File: config.mk
export PLATFORM = sky130hd
export DESIGN_NAME = lzp_out_fifo
export DESIGN_NICKNAME = d
export VERILOG_FILES = /design/src/hdl/lzp_pkg.sv /design/src/hdl/lzp_out_fifo.sv
export SDC_FILE = /design/constraint.sdc
export NUM_CORES = 1
export LEC_CHECK = 0
export CAP_MARGIN = 20
export CORE_MARGIN = 1.5
export CORE_UTILIZATION = 45
export CTS_CLUSTER_SIZE = 14
export DETAILED_ROUTE_END_ITERATION = 8
export DONT_BUFFER_PORTS = 1
export GPL_ROUTABILITY_DRIVEN = 0
export GPL_TIMING_DRIVEN = 0
export SYNTH_ARGS = -nofsm -noshare
export SYNTH_HDL_FRONTEND = slang
export SYNTH_SLANG_ARGS = --single-unit
File: constraint.sdc
create_clock -name i_clk -period 2.3 [get_ports i_clk]
set_input_delay 0.46 -clock i_clk [delete_from_list [all_inputs] [get_ports i_clk]]
set_output_delay 0.46 -clock i_clk [all_outputs]
set_load 0.005 [all_outputs]
File: src/hdl/lzp_pkg.sv
// Shared constants, codes and struct types for the palette LZSS pixel decoder.
// No dependencies; compiled first.
package lzp_pkg;

    localparam int WINDOW_DEPTH  = 4096;
    localparam int PALETTE_DEPTH = 256;
    localparam int WIN_AW        = $clog2(WINDOW_DEPTH);
    localparam int PTR_XW        = WIN_AW + 1;        // holds WINDOW_DEPTH itself
    localparam int PAL_AW        = $clog2(PALETTE_DEPTH);
    localparam int DIST_W        = 13;                // 12-bit offset plus one
    localparam int CNT_W         = 5;                 // nibble plus three

    localparam logic [WIN_AW-1:0] WIN_LAST   = WIN_AW'(WINDOW_DEPTH - 1);
    localparam logic [PTR_XW-1:0] WIN_SIZE_X = PTR_XW'(WINDOW_DEPTH);
    localparam logic [7:0]        SIGNATURE  = 8'hF0;
    localparam logic [5:0]        FLAG_BITS  = 6'd32;
    localparam logic [CNT_W-1:0]  COUNT_BIAS = CNT_W'(3);

    // operation codes
    localparam logic [1:0] OP_PAL_LOAD     = 2'd0;
    localparam logic [1:0] OP_STREAM_BYTE  = 2'd1;
    localparam logic [1:0] OP_STREAM_START = 2'd2;

    typedef struct packed {
        logic [15:0] pixel;
        logic        sig_err;
        logic        last;
    } t_result;

    typedef struct packed {
        logic              rd_en;
        logic [WIN_AW-1:0] rd_addr;
        logic              wr_en;
        logic [WIN_AW-1:0] wr_addr;
        logic [15:0]       wr_data;
    } t_hist_port;

    typedef struct packed {
        logic              rd_en;
        logic [PAL_AW-1:0] rd_addr;
        logic              wr_en;
        logic [PAL_AW-1:0] wr_addr;
        logic [15:0]       wr_data;
    } t_pal_port;

    typedef struct packed {
        logic [1:0] count;
        logic       pop;
    } t_fifo_stat;

endpackage

File: src/hdl/lzp_out_fifo.sv
// Two-word result queue that parts the decoder from the output channel.
// Uses lzp_pkg.
module lzp_out_fifo (
    input  logic                i_clk,
    input  logic                i_rst_n,
    input  logic                i_push,
    input  lzp_pkg::t_result    i_data,
    input  logic                i_ready,
    output logic                o_valid,
    output lzp_pkg::t_result    o_data,
    output lzp_pkg::t_fifo_stat o_stat
);
    import lzp_pkg::*;

    t_result    r_mem [2];
    logic       r_rd;
    logic       r_wr;
    logic [1:0] r_count;
    logic       pop;

    assign o_valid = (r_count != 2'd0);
    assign pop     = o_valid && i_ready;
    assign o_data  = r_mem[r_rd];
    assign o_stat  = '{count: r_count, pop: pop};

    always_ff @(posedge i_clk) begin
        if (i_push) begin
            r_mem[r_wr] <= i_data;
        end
    end

    always_ff @(posedge i_clk) begin
        if (!i_rst_n) begin
            r_rd    <= 1'b0;
            r_wr    <= 1'b0;
            r_count <= 2'd0;
        end else begin
            if (i_push) begin
                r_wr <= ~r_wr;
            end
            if (pop) begin
                r_rd <= ~r_rd;
            end
            r_count <= r_count + {1'b0, i_push} - {1'b0, pop};
        end
    end

endmodule

Word level (Yosys, flattened, before mapping)
Memories as Yosys holds them, arrays and structs flattened. A register that Yosys moved wholly into a read port is not among the register bits.
Index checks and enable logic that the tools add are counted.
- muxes and demuxes: 4
- $add $sub $neg: 2
- reduce and logical (&&, ||, !) cells: 2
- bitwise gates (word level): 2
- operators by type and width (operator ; count):
    $mux 1 ; 4
    $add 2x1->2 ; 1
    $not 1->1 ; 2
    $reduce_bool 2->1 ; 1
    $sub 2x1->2 ; 1
    $logic_and 1x1->1 ; 1
- logic and storage cells: 14
- bits in writable memories: 36
- bits of input ports: 22
- flip-flop bits (word level): 4
- memories: 1
- memories (memory ; depth ; width ; rd ports ; clocked after Yosys merged registers in ; write ports ; line ; RTL):
    r_mem ; 2 ; 18 ; 1 ; 1 ; 1 ; lzp_out_fifo.sv:15 ; t_result r_mem [2];

Longest topological paths before layout
- depth after elaboration: 4
- gate-level depth with buffers: 6

Worst setup path after synthesis
No wires, ideal clock.
- kind: input to register
- start: in i_push
- end: mem r_mem[0][0] (netlist bit) (enable)
- path buffers: 0
- required time: 1.904 ns
- arrival time: 1.341 ns
- setup slack: 0.563 ns
- cell stages on the path: 1
- cell sequence: nor2b_1
- word-level cells in the longest chain between the ends: 2
- ends and longest elaborated chain (element ; line ; RTL):
    from (decl) ; lzp_out_fifo.sv:6 ; input logic i_push,
    $mux 1 ; lzp_out_fifo.sv:27 ; if (i_push) begin
    $mux 1 (not written as such) ; lzp_out_fifo.sv:28 ; r_mem[r_wr] <= i_data;
    to (decl) ; lzp_out_fifo.sv:15 ;
No other way between the ends.

==> flow_metrics.tcl <==
set metrics [dict create \
    drive_gt1_share_pct 34.1 \
    postSynthRegisterBits 41 \
    p_int_mw 1.32 \
    fin_crit_ns 1.74 \
    fmax_mhz 574 \
    dieWidth_um 62.6 \
    cts_resized 0 \
    diodes 0 \
    hold_path_class "primary input to flop" \
    grt-ovfl-total 0 \
    grtUsageTotal_pct 11.8 \
    syn_nets 103 \
    required_ns 1.84 \
    critPathArrivalTime_ns 1.28 \
    clk_latency_ns 0.34 \
    ctsHoldBuffers 0 \
    grt_max_degree 19 \
    timing.final.crit_share_pct 75.7 \
    avgSynthCellArea_um2 20.2 \
    crit_path_end_kind "primary output" \
    via_per_inst 4.97 \
    final_cell_mix "36 x edfxtp_1, 10 x mux2_4, 8 x mux2_2" \
    multi_input_area_um2 373 \
    clock-sinks 41 \
    crit_type "flop to primary output" \
    clkPwrFrac_pct 25.3 \
    swShare_pct 22.3 \
    rsz0062_at_grt "no" \
    clock-root-buffer "clkbuf_4" \
    die_h_um 62.6 \
    grt_pass1_vias 749 \
    io_pins 44 \
    placed_area_um2 1670 \
    p_switching_uw 380 \
    p_comb_share_pct 21.4 \
    slew_headroom_pct 42.9 \
    area.growth.synth_to_final_pct 9.16 \
    mostFrequentLayoutCell "edfxtp_1" \
    cts_tree "yes" \
    critPathMaxStageDelay_ns 0.34 \
    dr.pass1.iters 3 \
    io_buffer_count 0 \
    skew_ns 0.00603 \
    critical-path-top-delay-family "flip-flops" \
    routed-via-count 666 \
    ir_drop_mv 0.568 \
    die_area_um2 3920 \
    hold_viol_final 0 \
    fp-row-count 21 \
    cp_slowest_cell "dfxtp_1" \
    final_util_pct 51.9 \
    synth_area_um2 1600 \
    drc 0 \
    grt_pass1_wl_mm 3.28 \
    fin_setup_tns_ns 0 \
    core_area_um2 3360 \
    setup_viol 0 \
    fin_area_um2 1740 \
    cts_buffers 5 \
    ys_types 17 \
    p_leak_nw 0.617 \
    synth_warnings 0 \
    ys_seq_area_share_pct 73.9 \
    async_flop_share_pct 0 \
    cp.buffers_inverters 2 \
    regArea_um2 1180 \
    cap_violations 0 \
    worstSetupStartpointType "flop" \
    cts-htree-levels 2 \
    syn_inst 79 \
    cts_setup_buffers 0 \
    antenna_found_initial 0 \
    tightest_slew_ns 0.857 \
    drv_slew 0 \
    synth_edf_count 36 \
    clk_pin_slew_ns 0.11 \
    layout.nets 111 \
    wl_mm 1.92 \
    pwr-share-seq_pct 53.3 \
    clockBufferDepth 2 \
    drt.antenna.violating_nets 0 \
    num-fill-cells 303 \
    start_util_pct 47.5 \
    drt_iter0_markers 21 \
    synth_top_flop_cell "edfxtp_1" \
    wl_per_cell_um 14.3 \
    cp_cell_sequence "buf_6 > buf_12 > mux2_4" \
    critPathMaxFanout 10 \
    powerDensity_nw_per_um2 976 \
    status "finished, final reports clean" \
]
[power groups by stage]
stage	Clock [mW]	Combinational (mW)	Sequential, mW
after floorplan	0	0.326	0.918
final	0.431	0.364	0.907
after CTS	0.452	0.376	0.908
after detailed placement	0	0.376	0.925
after global routing	0.479	0.398	0.915
after global placement	0	0.365	0.923
[path summary, 6_finish.rpt]
kind	from	to	slack [ns]	cells after the start
worst max-delay path	flop	o_data[8]	0.56	3
worst min-delay path	i_data[15]	r_mem[1][15]$_DFFE_PP_	0.21	0
worst max register to register	r_count[1]$_SDFF_PN0_	r_count[1]$_SDFF_PN0_	0.84	6
worst min register to register	r_rd$_SDFFE_PN0P_	r_rd$_SDFFE_PN0P_	0.49	2
[layout make-up]
type	count	share of cell area, %
Clock inverter	2	1.94
Timing Repair Buffer	1	0.646
Multi-Input combinational cell	33	21.4
Tap cell	46	3.30
Inverter	2	0.430
Sequential cell	41	67.7
Clock buffer	6	2.37
Buffer	3	2.22
[cell usage after synthesis (all sizes together) (2+ instances only)]
cell type,number,area (um^2)
and2,2,12.5
edfxtp,36,1080
nor2b,3,18.8
buf,3,38.8
ha,2,25.0
o21a,2,15.0
mux2,18,240
inv,2,7.51
dfxtp,5,100
mux2i,2,20.0
[layer usage]
metal | up-vias | wire, um | global-route usage, %
li1 | 313 | - | -
met1 | 313 | 657 | 10.1
met2 | 32 | 990 | 19.9
met3 | 8 | 194 | 6.13
met4 | 0 | 73 | 10.0
met5 | - | 0 | 0
[stage by stage]
step | hold WS, ns | setup slack [ns] | power, mW | cells
after global placement | 0.461 | 0.136 | 1.29 | 125
after floorplan | 0.452 | 0.563 | 1.24 | 79
after CTS | 0.186 | 0.514 | 1.74 | 134
after detailed placement | 0.477 | 0.736 | 1.30 | 126
after global routing | 0.170 | 0.474 | 1.79 | 134
final | 0.209 | 0.558 | 1.70 | 134
[state kept, by name, summed over array words and instances, names as in the netlist, named ones only]
register	cells
r_mem	36
r_wr	1
r_count	2
r_rd	1
[cell families (layout without fill, tap and decap cells)]
family / count (synthesis) / in the layout / synth area share [%]
buf+inv: 5 / 14 / 2.90
mux: 20 / 20 / 16.3
fa+ha+maj: 2 / 2 / 1.57
compound gates: 2 / 2 / 0.939
xor+xnor: 1 / 1 / 1.41
flops: 41 / 41 / 73.9
simple gates: 8 / 8 / 2.98
(Power assumes the default switching activity.)
