<file path="src/hdl/lzp_pkg.sv">
// Shared constants, codes and struct types for the palette LZSS pixel decoder.
// No dependencies; compiled first.
package lzp_pkg;

    localparam int WINDOW_DEPTH  = 4096;
    localparam int PALETTE_DEPTH = 256;
    localparam int WIN_AW        = $clog2(WINDOW_DEPTH);
    localparam int PTR_XW        = WIN_AW + 1;        // holds WINDOW_DEPTH itself
    localparam int PAL_AW        = $clog2(PALETTE_DEPTH);
    localparam int DIST_W        = 13;                // 12-bit offset plus one
    localparam int CNT_W         = 5;                 // nibble plus three

    localparam logic [WIN_AW-1:0] WIN_LAST   = WIN_AW'(WINDOW_DEPTH - 1);
    localparam logic [PTR_XW-1:0] WIN_SIZE_X = PTR_XW'(WINDOW_DEPTH);
    localparam logic [7:0]        SIGNATURE  = 8'hF0;
    localparam logic [5:0]        FLAG_BITS  = 6'd32;
    localparam logic [CNT_W-1:0]  COUNT_BIAS = CNT_W'(3);

    // operation codes
    localparam logic [1:0] OP_PAL_LOAD     = 2'd0;
    localparam logic [1:0] OP_STREAM_BYTE  = 2'd1;
    localparam logic [1:0] OP_STREAM_START = 2'd2;

    typedef struct packed {
        logic [15:0] pixel;
        logic        sig_err;
        logic        last;
    } t_result;

    typedef struct packed {
        logic              rd_en;
        logic [WIN_AW-1:0] rd_addr;
        logic              wr_en;
        logic [WIN_AW-1:0] wr_addr;
        logic [15:0]       wr_data;
    } t_hist_port;

    typedef struct packed {
        logic              rd_en;
        logic [PAL_AW-1:0] rd_addr;
        logic              wr_en;
        logic [PAL_AW-1:0] wr_addr;
        logic [15:0]       wr_data;
    } t_pal_port;

    typedef struct packed {
        logic [1:0] count;
        logic       pop;
    } t_fifo_stat;

endpackage

</file>
<file path="src/hdl/lzp_ctrl.sv">
// Stream parser and copy sequencer: drives both RAMs and pushes result words.
// Uses lzp_pkg.
module lzp_ctrl (
    input  logic                i_clk,
    input  logic                i_rst_n,
    input  logic                i_acc,
    input  logic [1:0]          i_op,
    input  logic [7:0]          i_byte,
    input  logic [15:0]         i_color,
    output logic                o_ready,
    input  lzp_pkg::t_fifo_stat i_fifo,
    output logic                o_push,
    output lzp_pkg::t_result    o_push_data,
    output lzp_pkg::t_hist_port o_hist,
    input  logic [15:0]         i_hist_rdata,
    output lzp_pkg::t_pal_port  o_pal,
    input  logic [15:0]         i_pal_rdata
);
    import lzp_pkg::*;

    typedef enum logic [2:0] {
        PH_HEADER,
        PH_BOUNDARY,
        PH_FLAGS,
        PH_LITERAL,
        PH_TOKEN
    } t_phase;

    t_phase            r_phase, n_phase;
    logic [1:0]        r_bpos, n_bpos;
    logic [31:0]       r_gather, n_gather;
    logic [31:0]       r_flags, n_flags;
    logic [5:0]        r_frem, n_frem;
    logic              r_halt, n_halt;
    logic [WIN_AW-1:0] r_wp, n_wp;
    logic [PTR_XW-1:0] r_fill, n_fill;
    logic              r_copying, n_copying;
    logic [WIN_AW-1:0] r_src, n_src;
    logic [CNT_W-1:0]  r_left, n_left;
    logic [DIST_W-1:0] r_dist, n_dist;
    logic              r_pend_pal, n_pend_pal;
    logic              r_pend_hist, n_pend_hist;
    logic              r_pend_err, n_pend_err;
    logic              r_pend_zero, n_pend_zero;
    logic              r_pend_last, n_pend_last;
    logic [WIN_AW-1:0] r_pend_addr, n_pend_addr;

    logic              pend_any;
    logic              issue_ok;
    logic [31:0]       gathered;
    logic [WIN_AW-1:0] wp_inc;
    logic [WIN_AW-1:0] src_inc;
    logic [PTR_XW-1:0] fill_inc;
    logic [DIST_W-1:0] tok_dist;
    logic [PTR_XW-1:0] wp_x;
    logic [PTR_XW-1:0] dist_x;
    logic [WIN_AW-1:0] src_start;
    logic [15:0]       pix;

    assign pend_any = r_pend_pal || r_pend_hist || r_pend_err;
    // room in the queue for queued + in-flight + one more, counting this cycle's pop
    assign issue_ok = ({1'b0, i_fifo.count} + {2'b00, pend_any})
                      < (3'd2 + {2'b00, i_fifo.pop});
    assign o_ready  = !r_copying && !pend_any && (i_fifo.count != 2'd2);

    assign gathered = r_gather | (32'(i_byte) << {r_bpos, 3'b000});
    assign wp_inc   = (r_wp == WIN_LAST) ? '0 : r_wp + 1'b1;
    assign src_inc  = (r_src == WIN_LAST) ? '0 : r_src + 1'b1;
    assign fill_inc = (r_fill == WIN_SIZE_X) ? r_fill : r_fill + 1'b1;
    assign tok_dist = {1'b0, i_byte[3:0], r_gather[7:0]} + DIST_W'(1);
    assign wp_x     = {1'b0, r_wp};
    assign dist_x   = PTR_XW'(tok_dist);
    assign src_start = (wp_x >= dist_x) ? WIN_AW'(wp_x - dist_x)
                                        : WIN_AW'(wp_x + WIN_SIZE_X - dist_x);
    assign pix = r_pend_pal  ? i_pal_rdata :
                 r_pend_zero ? 16'h0000 : i_hist_rdata;

    always_comb begin
        n_phase     = r_phase;
        n_bpos      = r_bpos;
        n_gather    = r_gather;
        n_flags     = r_flags;
        n_frem      = r_frem;
        n_halt      = r_halt;
        n_wp        = r_wp;
        n_fill      = r_fill;
        n_copying   = r_copying;
        n_src       = r_src;
        n_left      = r_left;
        n_dist      = r_dist;
        n_pend_pal  = 1'b0;
        n_pend_hist = 1'b0;
        n_pend_err  = 1'b0;
        n_pend_zero = 1'b0;
        n_pend_last = 1'b0;
        n_pend_addr = r_pend_addr;
        o_push      = 1'b0;
        o_push_data = '0;
        o_hist      = '0;
        o_pal       = '0;

        // read data lands: push the word, record the pixel in history; or push an error word
        if (r_pend_pal || r_pend_hist) begin
            o_push         = 1'b1;
            o_push_data    = '{pixel: pix, sig_err: 1'b0, last: r_pend_last};
            o_hist.wr_en   = 1'b1;
            o_hist.wr_addr = r_pend_addr;
            o_hist.wr_data = pix;
        end else if (r_pend_err) begin
            o_push      = 1'b1;
            o_push_data = '{pixel: 16'h0000, sig_err: 1'b1, last: 1'b0};
        end

        // copy run, one history read per cycle while the queue has room
        if (r_copying && issue_ok) begin
            o_hist.rd_en   = 1'b1;
            o_hist.rd_addr = r_src;
            n_pend_hist    = 1'b1;
            n_pend_zero    = PTR_XW'(r_dist) > r_fill;   // not yet written since start
            n_pend_last    = (r_left == CNT_W'(1));
            n_pend_addr    = r_wp;
            n_wp           = wp_inc;
            n_fill         = fill_inc;
            n_src          = src_inc;
            n_left         = r_left - 1'b1;
            if (r_left == CNT_W'(1)) begin
                n_copying = 1'b0;
            end
        end

        if (i_acc) begin
            case (i_op)
                OP_PAL_LOAD: begin
                    o_pal.wr_en   = 1'b1;
                    o_pal.wr_addr = i_byte[PAL_AW-1:0];
                    o_pal.wr_data = i_color;
                end
                OP_STREAM_BYTE: begin
                    if (!r_halt) begin
                        case (r_phase)
                            PH_HEADER: begin
                                n_gather = gathered;
                                if (r_bpos == 2'd3) begin
                                    n_bpos = 2'd0;
                                    if (gathered[7:0] != SIGNATURE) begin
                                        n_halt     = 1'b1;
                                        n_pend_err = 1'b1;
                                    end else begin
                                        n_gather = '0;
                                        n_phase  = PH_BOUNDARY;
                                    end
                                end else begin
                                    n_bpos = r_bpos + 1'b1;
                                end
                            end
                            PH_FLAGS: begin
                                n_gather = gathered;
                                if (r_bpos == 2'd3) begin
                                    n_bpos   = 2'd0;
                                    n_flags  = gathered;
                                    n_gather = '0;
                                    n_frem   = FLAG_BITS;
                                    n_phase  = PH_BOUNDARY;
                                end else begin
                                    n_bpos = r_bpos + 1'b1;
                                end
                            end
                            PH_LITERAL: begin
                                o_pal.rd_en   = 1'b1;
                                o_pal.rd_addr = i_byte[PAL_AW-1:0];
                                n_pend_pal    = 1'b1;
                                n_pend_last   = 1'b1;
                                n_pend_addr   = r_wp;
                                n_wp          = wp_inc;
                                n_fill        = fill_inc;
                                n_phase       = PH_BOUNDARY;
                            end
                            PH_TOKEN: begin
                                n_gather  = '0;
                                n_bpos    = 2'd0;
                                n_copying = 1'b1;
                                n_left    = {1'b0, i_byte[7:4]} + COUNT_BIAS;
                                n_dist    = tok_dist;
                                n_src     = src_start;
                                n_phase   = PH_BOUNDARY;
                            end
                            PH_BOUNDARY: begin
                                if (r_frem == 6'd0) begin
                                    // byte opens the next flag word
                                    n_gather = {24'h000000, i_byte};
                                    n_bpos   = 2'd1;
                                    n_phase  = PH_FLAGS;
                                end else begin
                                    n_flags = r_flags << 1;
                                    n_frem  = r_frem - 1'b1;
                                    if (!r_flags[31]) begin
                                        o_pal.rd_en   = 1'b1;
                                        o_pal.rd_addr = i_byte[PAL_AW-1:0];
                                        n_pend_pal    = 1'b1;
                                        n_pend_last   = 1'b1;
                                        n_pend_addr   = r_wp;
                                        n_wp          = wp_inc;
                                        n_fill        = fill_inc;
                                        n_phase       = PH_LITERAL;
                                    end else begin
                                        n_gather = {24'h000000, i_byte};
                                        n_bpos   = 2'd1;
                                        n_phase  = PH_TOKEN;
                                    end
                                end
                            end
                            default: begin
                                n_phase = PH_HEADER;
                            end
                        endcase
                    end
                end
                OP_STREAM_START: begin
                    n_phase  = PH_HEADER;
                    n_bpos   = 2'd0;
                    n_gather = '0;
                    n_flags  = '0;
                    n_frem   = 6'd0;
                    n_halt   = 1'b0;
                    n_wp     = '0;
                    n_fill   = '0;
                end
                default: begin
                end
            endcase
        end
    end

    always_ff @(posedge i_clk) begin
        if (!i_rst_n) begin
            r_phase     <= PH_HEADER;
            r_bpos      <= 2'd0;
            r_gather    <= '0;
            r_flags     <= '0;
            r_frem      <= 6'd0;
            r_halt      <= 1'b0;
            r_wp        <= '0;
            r_fill      <= '0;
            r_copying   <= 1'b0;
            r_left      <= '0;
            r_pend_pal  <= 1'b0;
            r_pend_hist <= 1'b0;
            r_pend_err  <= 1'b0;
            r_pend_zero <= 1'b0;
            r_pend_last <= 1'b0;
        end else begin
            r_phase     <= n_phase;
            r_bpos      <= n_bpos;
            r_gather    <= n_gather;
            r_flags     <= n_flags;
            r_frem      <= n_frem;
            r_halt      <= n_halt;
            r_wp        <= n_wp;
            r_fill      <= n_fill;
            r_copying   <= n_copying;
            r_left      <= n_left;
            r_pend_pal  <= n_pend_pal;
            r_pend_hist <= n_pend_hist;
            r_pend_err  <= n_pend_err;
            r_pend_zero <= n_pend_zero;
            r_pend_last <= n_pend_last;
        end
        r_src       <= n_src;
        r_dist      <= n_dist;
        r_pend_addr <= n_pend_addr;
    end

endmodule

</file>
<file path="config.mk">
export PLATFORM = sky130hd
export DESIGN_NAME = lzp_ctrl
export DESIGN_NICKNAME = d
export VERILOG_FILES = /design/src/hdl/lzp_pkg.sv /design/src/hdl/lzp_ctrl.sv
export SDC_FILE = /design/constraint.sdc
export NUM_CORES = 1
export LEC_CHECK = 0
export BUFFER_PORTS_ARGS = -buffer_cell sky130_fd_sc_hd__buf_2
export CORE_UTILIZATION = 40
export DETAILED_ROUTE_END_ITERATION = 10
export MAX_ROUTING_LAYER = met4
export PLACE_DENSITY = 0.71
export SLEW_MARGIN = 20
export SYNTH_ARGS = -nofsm -noshare
export SYNTH_HDL_FRONTEND = slang
export SYNTH_SLANG_ARGS = --single-unit
</file>
<file path="constraint.sdc">
create_clock -name i_clk -period 3.3 [get_ports i_clk]
set_clock_uncertainty 0.15 [all_clocks]
set_input_delay 0.66 -clock i_clk [delete_from_list [all_inputs] [get_ports i_clk]]
set_output_delay 0.66 -clock i_clk [all_outputs]
set_load 0.1 [all_outputs]
</file>
Yosys cells after proc, flatten, opt, wreduce, memory -nomap -nowiden. Cells that the tools add are included.

Bits in registers: 149. Bits in latches: 0. Bits in writable memories: 0. Bits in read-only memories: 0. Output and inout bits: 96. Memories kept: 0.

Add/sub/neg operators: 13. Multipliers: 0. Divide/modulo/power cells: 0. $lt $le $gt $ge: 3. Eq/ne operators: 22. Shift-type cells: 1. Muxes and demuxes: 104. Bitwise operators: 5. Reductions and logical operators: 21.

Operators by type and width (number): $mux 32 (9); $mux 12 (19); $pmux 32 s2 (3); $pmux 32 s4 (1); $mux 13 (7); $pmux 12 s2 (3); $pmux 13 s2 (2); $add 12x1->12 const B (3); $mux 9 (4); $mux 34 (1); $mux 16 (2); $or 32x32->32 (1); $shl 8x5->32 (1); $mux 29 (1); $mux 25 (1); $mux 5 (5); $eq 12x12->1 const B (2); $pmux 6 s2 (2); $sub 12x12->12 (2); $mux 1 (21); $mux 18 (1); $mux 3 (6); $mux 6 (3); $pmux 9 s2 (1); other kinds (45) (68).

Depth between registers and ports, before layout.
Depth in word-level cells: 12. Gate-level depth with buffers: 12. Mapped depth without buffers: 12.

Worst setup path before layout. OpenSTA, ideal clock, no wires.

Kind: register to output. Start point: reg r_pend_pal. End point: out o_hist[35] (netlist bit). Data arrival time: 3.676 ns. Data required time: 2.490 ns. Slack: -1.186 ns. Cell stages (with the launch flop): 8. Path buffers: 2. Path through: dfxtp_1 clkbuf_1 or3_1 ha_1 ha_1 a211o_1 clkbuf_1 nor2_1.

RTL lines: from (decl) (RTL line lzp_ctrl.sv:41) `logic r_pend_pal, n_pend_pal;`; from (signal assigned) (RTL line lzp_ctrl.sv:262) `r_pend_pal <= n_pend_pal;`; to (decl) (RTL line lzp_ctrl.sv:14) `output lzp_pkg::t_hist_port o_hist,`.

==> reports/metrics.cfg <==
[pwr]
irDropWorstVdd_mv=0.263
power_mw=4.31
power.leakage_nw=4.72
p_per_area_nw_per_um2=376

[synth]
synth_compound_area_frac=0.226
yosysTopAreaCellShare=0.292
synth_ff_type=dfxtp_1
muxShareOfSynthArea=0.0183
synth.avg_cell_area_um2=8.25
yosysWarnings=0
synth_top_family_by_area=simple AND/OR/NAND/NOR gates
synthXorXnorAreaFrac=0.0520
synthAdderAreaFrac=0.0488
synth_cell_types=85
synth_area_um2=9310
synth.largest_area_cell=dfxtp_1
yosys.area_share.simple=0.246
syn_inst=1129
synth.area.top_cells=dfxtp_1 (29%), a21oi_1 (5.5%), nor2b_1 (5.1%)
ys_async_sr_fraction=0
ys_ff_latch=149
synth_edf_count=13
yosysSeqAreaShare=0.334
syn-num-nets=1227

[sta]
fin_crit_sh=0.974
fin_ws_ns=0.0864
tightest_slew_ns=0.797
drv_slew=0
hold_violations=0
period_needed_ns=3.21
slew_headroom=0.467
max_freq_ghz=0.311
setup_viol=0

[setup_path]
cp.arrival_ns=2.40
crit_path_start_kind=flop
slowest_delay_ns=0.40
crit_required_ns=2.49
critical_path_class=reg2out
endpoint_kind=primary output
crit_chain=or3_4 > ha_4 > ha_4 > a211o_1 > buf_12 > nor2_4 > buf_12
cp_max_fo=5
critPathSlowestCell=or3_4

[clock_tree]
ctsHoldBuffers=0
cts-root-buf=clkbuf_16
cts.path.max_buffers=2
cts_inserted_buffers=17
clk_latency_ns=0.44
cts_num_sinks=149
clkTransAtPathRegs_ns=0.07
htreeDepth=4
cts_tree=yes

[placed_design]
place_ws_ns=0.0375
gp_congestion=0.921
numPortBuffers=159
post-dp-hpwl_mm=18.4

[flow_run]
cap_violations=0

[route]
dr_total_vias=8735
dr.pass1.iters=5
drc_errors=0
drt-total-wl_mm=25.7
antenna_left=0
drt_iter0_markers=617
viasPerCell=5.62
wl_per_cell_um=16.6

[finish]
layout_commonest_cell=buf_2
final_cell_mix=buf_2 (137), dfxtp_1 (132), a21oi_1 (102), nor2b_1 (76), nor2_1 (72)
drive_above_1_share=0.256
nets=1353
syn_to_final_growth_pct=23.2

[floorplan]
dieHeight_um=155
die_area_um2=23900
floorplan.rows=55
initial_utilization=0.410
die_x_um=155
coreArea_um2=22700
ios=160

[global_route]
grt_start_max_net_pins=56
grt-ovfl-total=0
grt_first_pass_wirelength_mm=41.1
grt_pass1_vias=8001
antenna_found_initial=1
grtUsageTotal=0.222

[outcome]
status=finished, final reports clean

[hold_path]
hp-class=reg2reg

## final cells by class
cell class              instances  area (um^2)
diodes                          1         2.50
clock inverters                15          158
clock buffers                  17          425
repair buffers                210         1550
multi-input cells             825         5660
flip-flops and latches        149         3120
well taps                     285          357
inverters                      52          204
fillers                      2106        11200
## where the power goes
group / internal (mW) / switching, mW / leakage (nW) / total, mW
logic: 0.179 / 0.335 / 3.21 / 0.515
registers: 1.85 / 0.0257 / 1.23 / 1.87
clock network: 1.01 / 0.913 / 0.285 / 1.93
total: 3.04 / 1.27 / 4.72 / 4.31
## worst max-delay path, delay by kind of cell (launching register included)
kind / cells / cell delay [ns]
fa+ha+maj: 2 / 0.37
simple gates: 2 / 0.54
compound gates: 1 / 0.37
flops: 1 / 0.32
buf+inv: 2 / 0.36
## routing by layer
metal / track usage / routed length (um) / vias to the layer above
met5: - / 0 / -
met4: 0.0835 / 471 / 0
met3: 0.0347 / 1250 / 37
met2: 0.363 / 12800 / 252
met1: 0.275 / 11200 / 4138
li1: - / - / 4308
## path summary, 6_finish.rpt
| kind | startpoint | endpoint | slack, ns | cells after the start |
|---|---|---|---|---|
| min reg2reg | r_flags[0] | r_flags[0] | 0.32 | 2 |
| max reg2reg | r_gather[1] | r_src[11] | 0.18 | 12 |
| min | r_flags[0] | r_flags[0] | 0.32 | 2 |
| max | r_pend_err | o_hist[35] | 0.09 | 7 |
## cells by family (layout without fill, tap and decap cells)
group / Yosys count / in the layout
compound gates: 312 / 312
xor+xnor: 52 / 52
fa+ha+maj: 36 / 36
buf+inv: 155 / 294
flops: 149 / 149
mux: 15 / 15
other cells: 0 / 1
simple gates: 410 / 410
## what timing repair did
action                     in CTS  in global routing
setup buffers                   3                  6
pin swaps                       0                  4
setup endpoints to repair      19                 20
gates resized for setup         4                 15
## cell usage after synthesis (17+ instances only)
library cell and n:
buf_2 18, ha_1 33, and3_1 35, a21oi_1 102
nor3_1 27, inv_1 52, a2111oi_0 30, and2_1 44
o21ai_0 33, buf_4 20, xnor2_1 38, a22o_1 17
dfxtp_1 136, a22oi_1 32, clkbuf_1 58, nor2_1 76
nor2b_1 76, nand2_1 52, nand3_1 20
## registers in the layout, summed over array words and instances (netlist names)
register and count:
r_dist 13, r_left 5, r_gather 32, r_copying 1
r_halt 1, r_frem 6, r_fill 13, r_pend_pal 1
r_src 12, r_pend_hist 1, r_phase 3, r_pend_last 1
r_pend_addr 12, r_wp 12, r_pend_zero 1, r_flags 32
r_bpos 2, r_pend_err 1
## metrics by stage
step	cell area, um^2	hold WS, ns	std cells	TNS (ns)	util
floorplan	9410	0.275	1129	-0.640	-
global placement	10800	0.303	1513	0	0.473
detailed placement	10800	0.311	1513	0	0.473
CTS	11400	0.320	1548	0	0.501
global route	11500	0.334	1554	-0.0430	0.505
finish	11500	0.318	1554	0	0.505
Note: power is estimated with default switching activity, not from simulation.
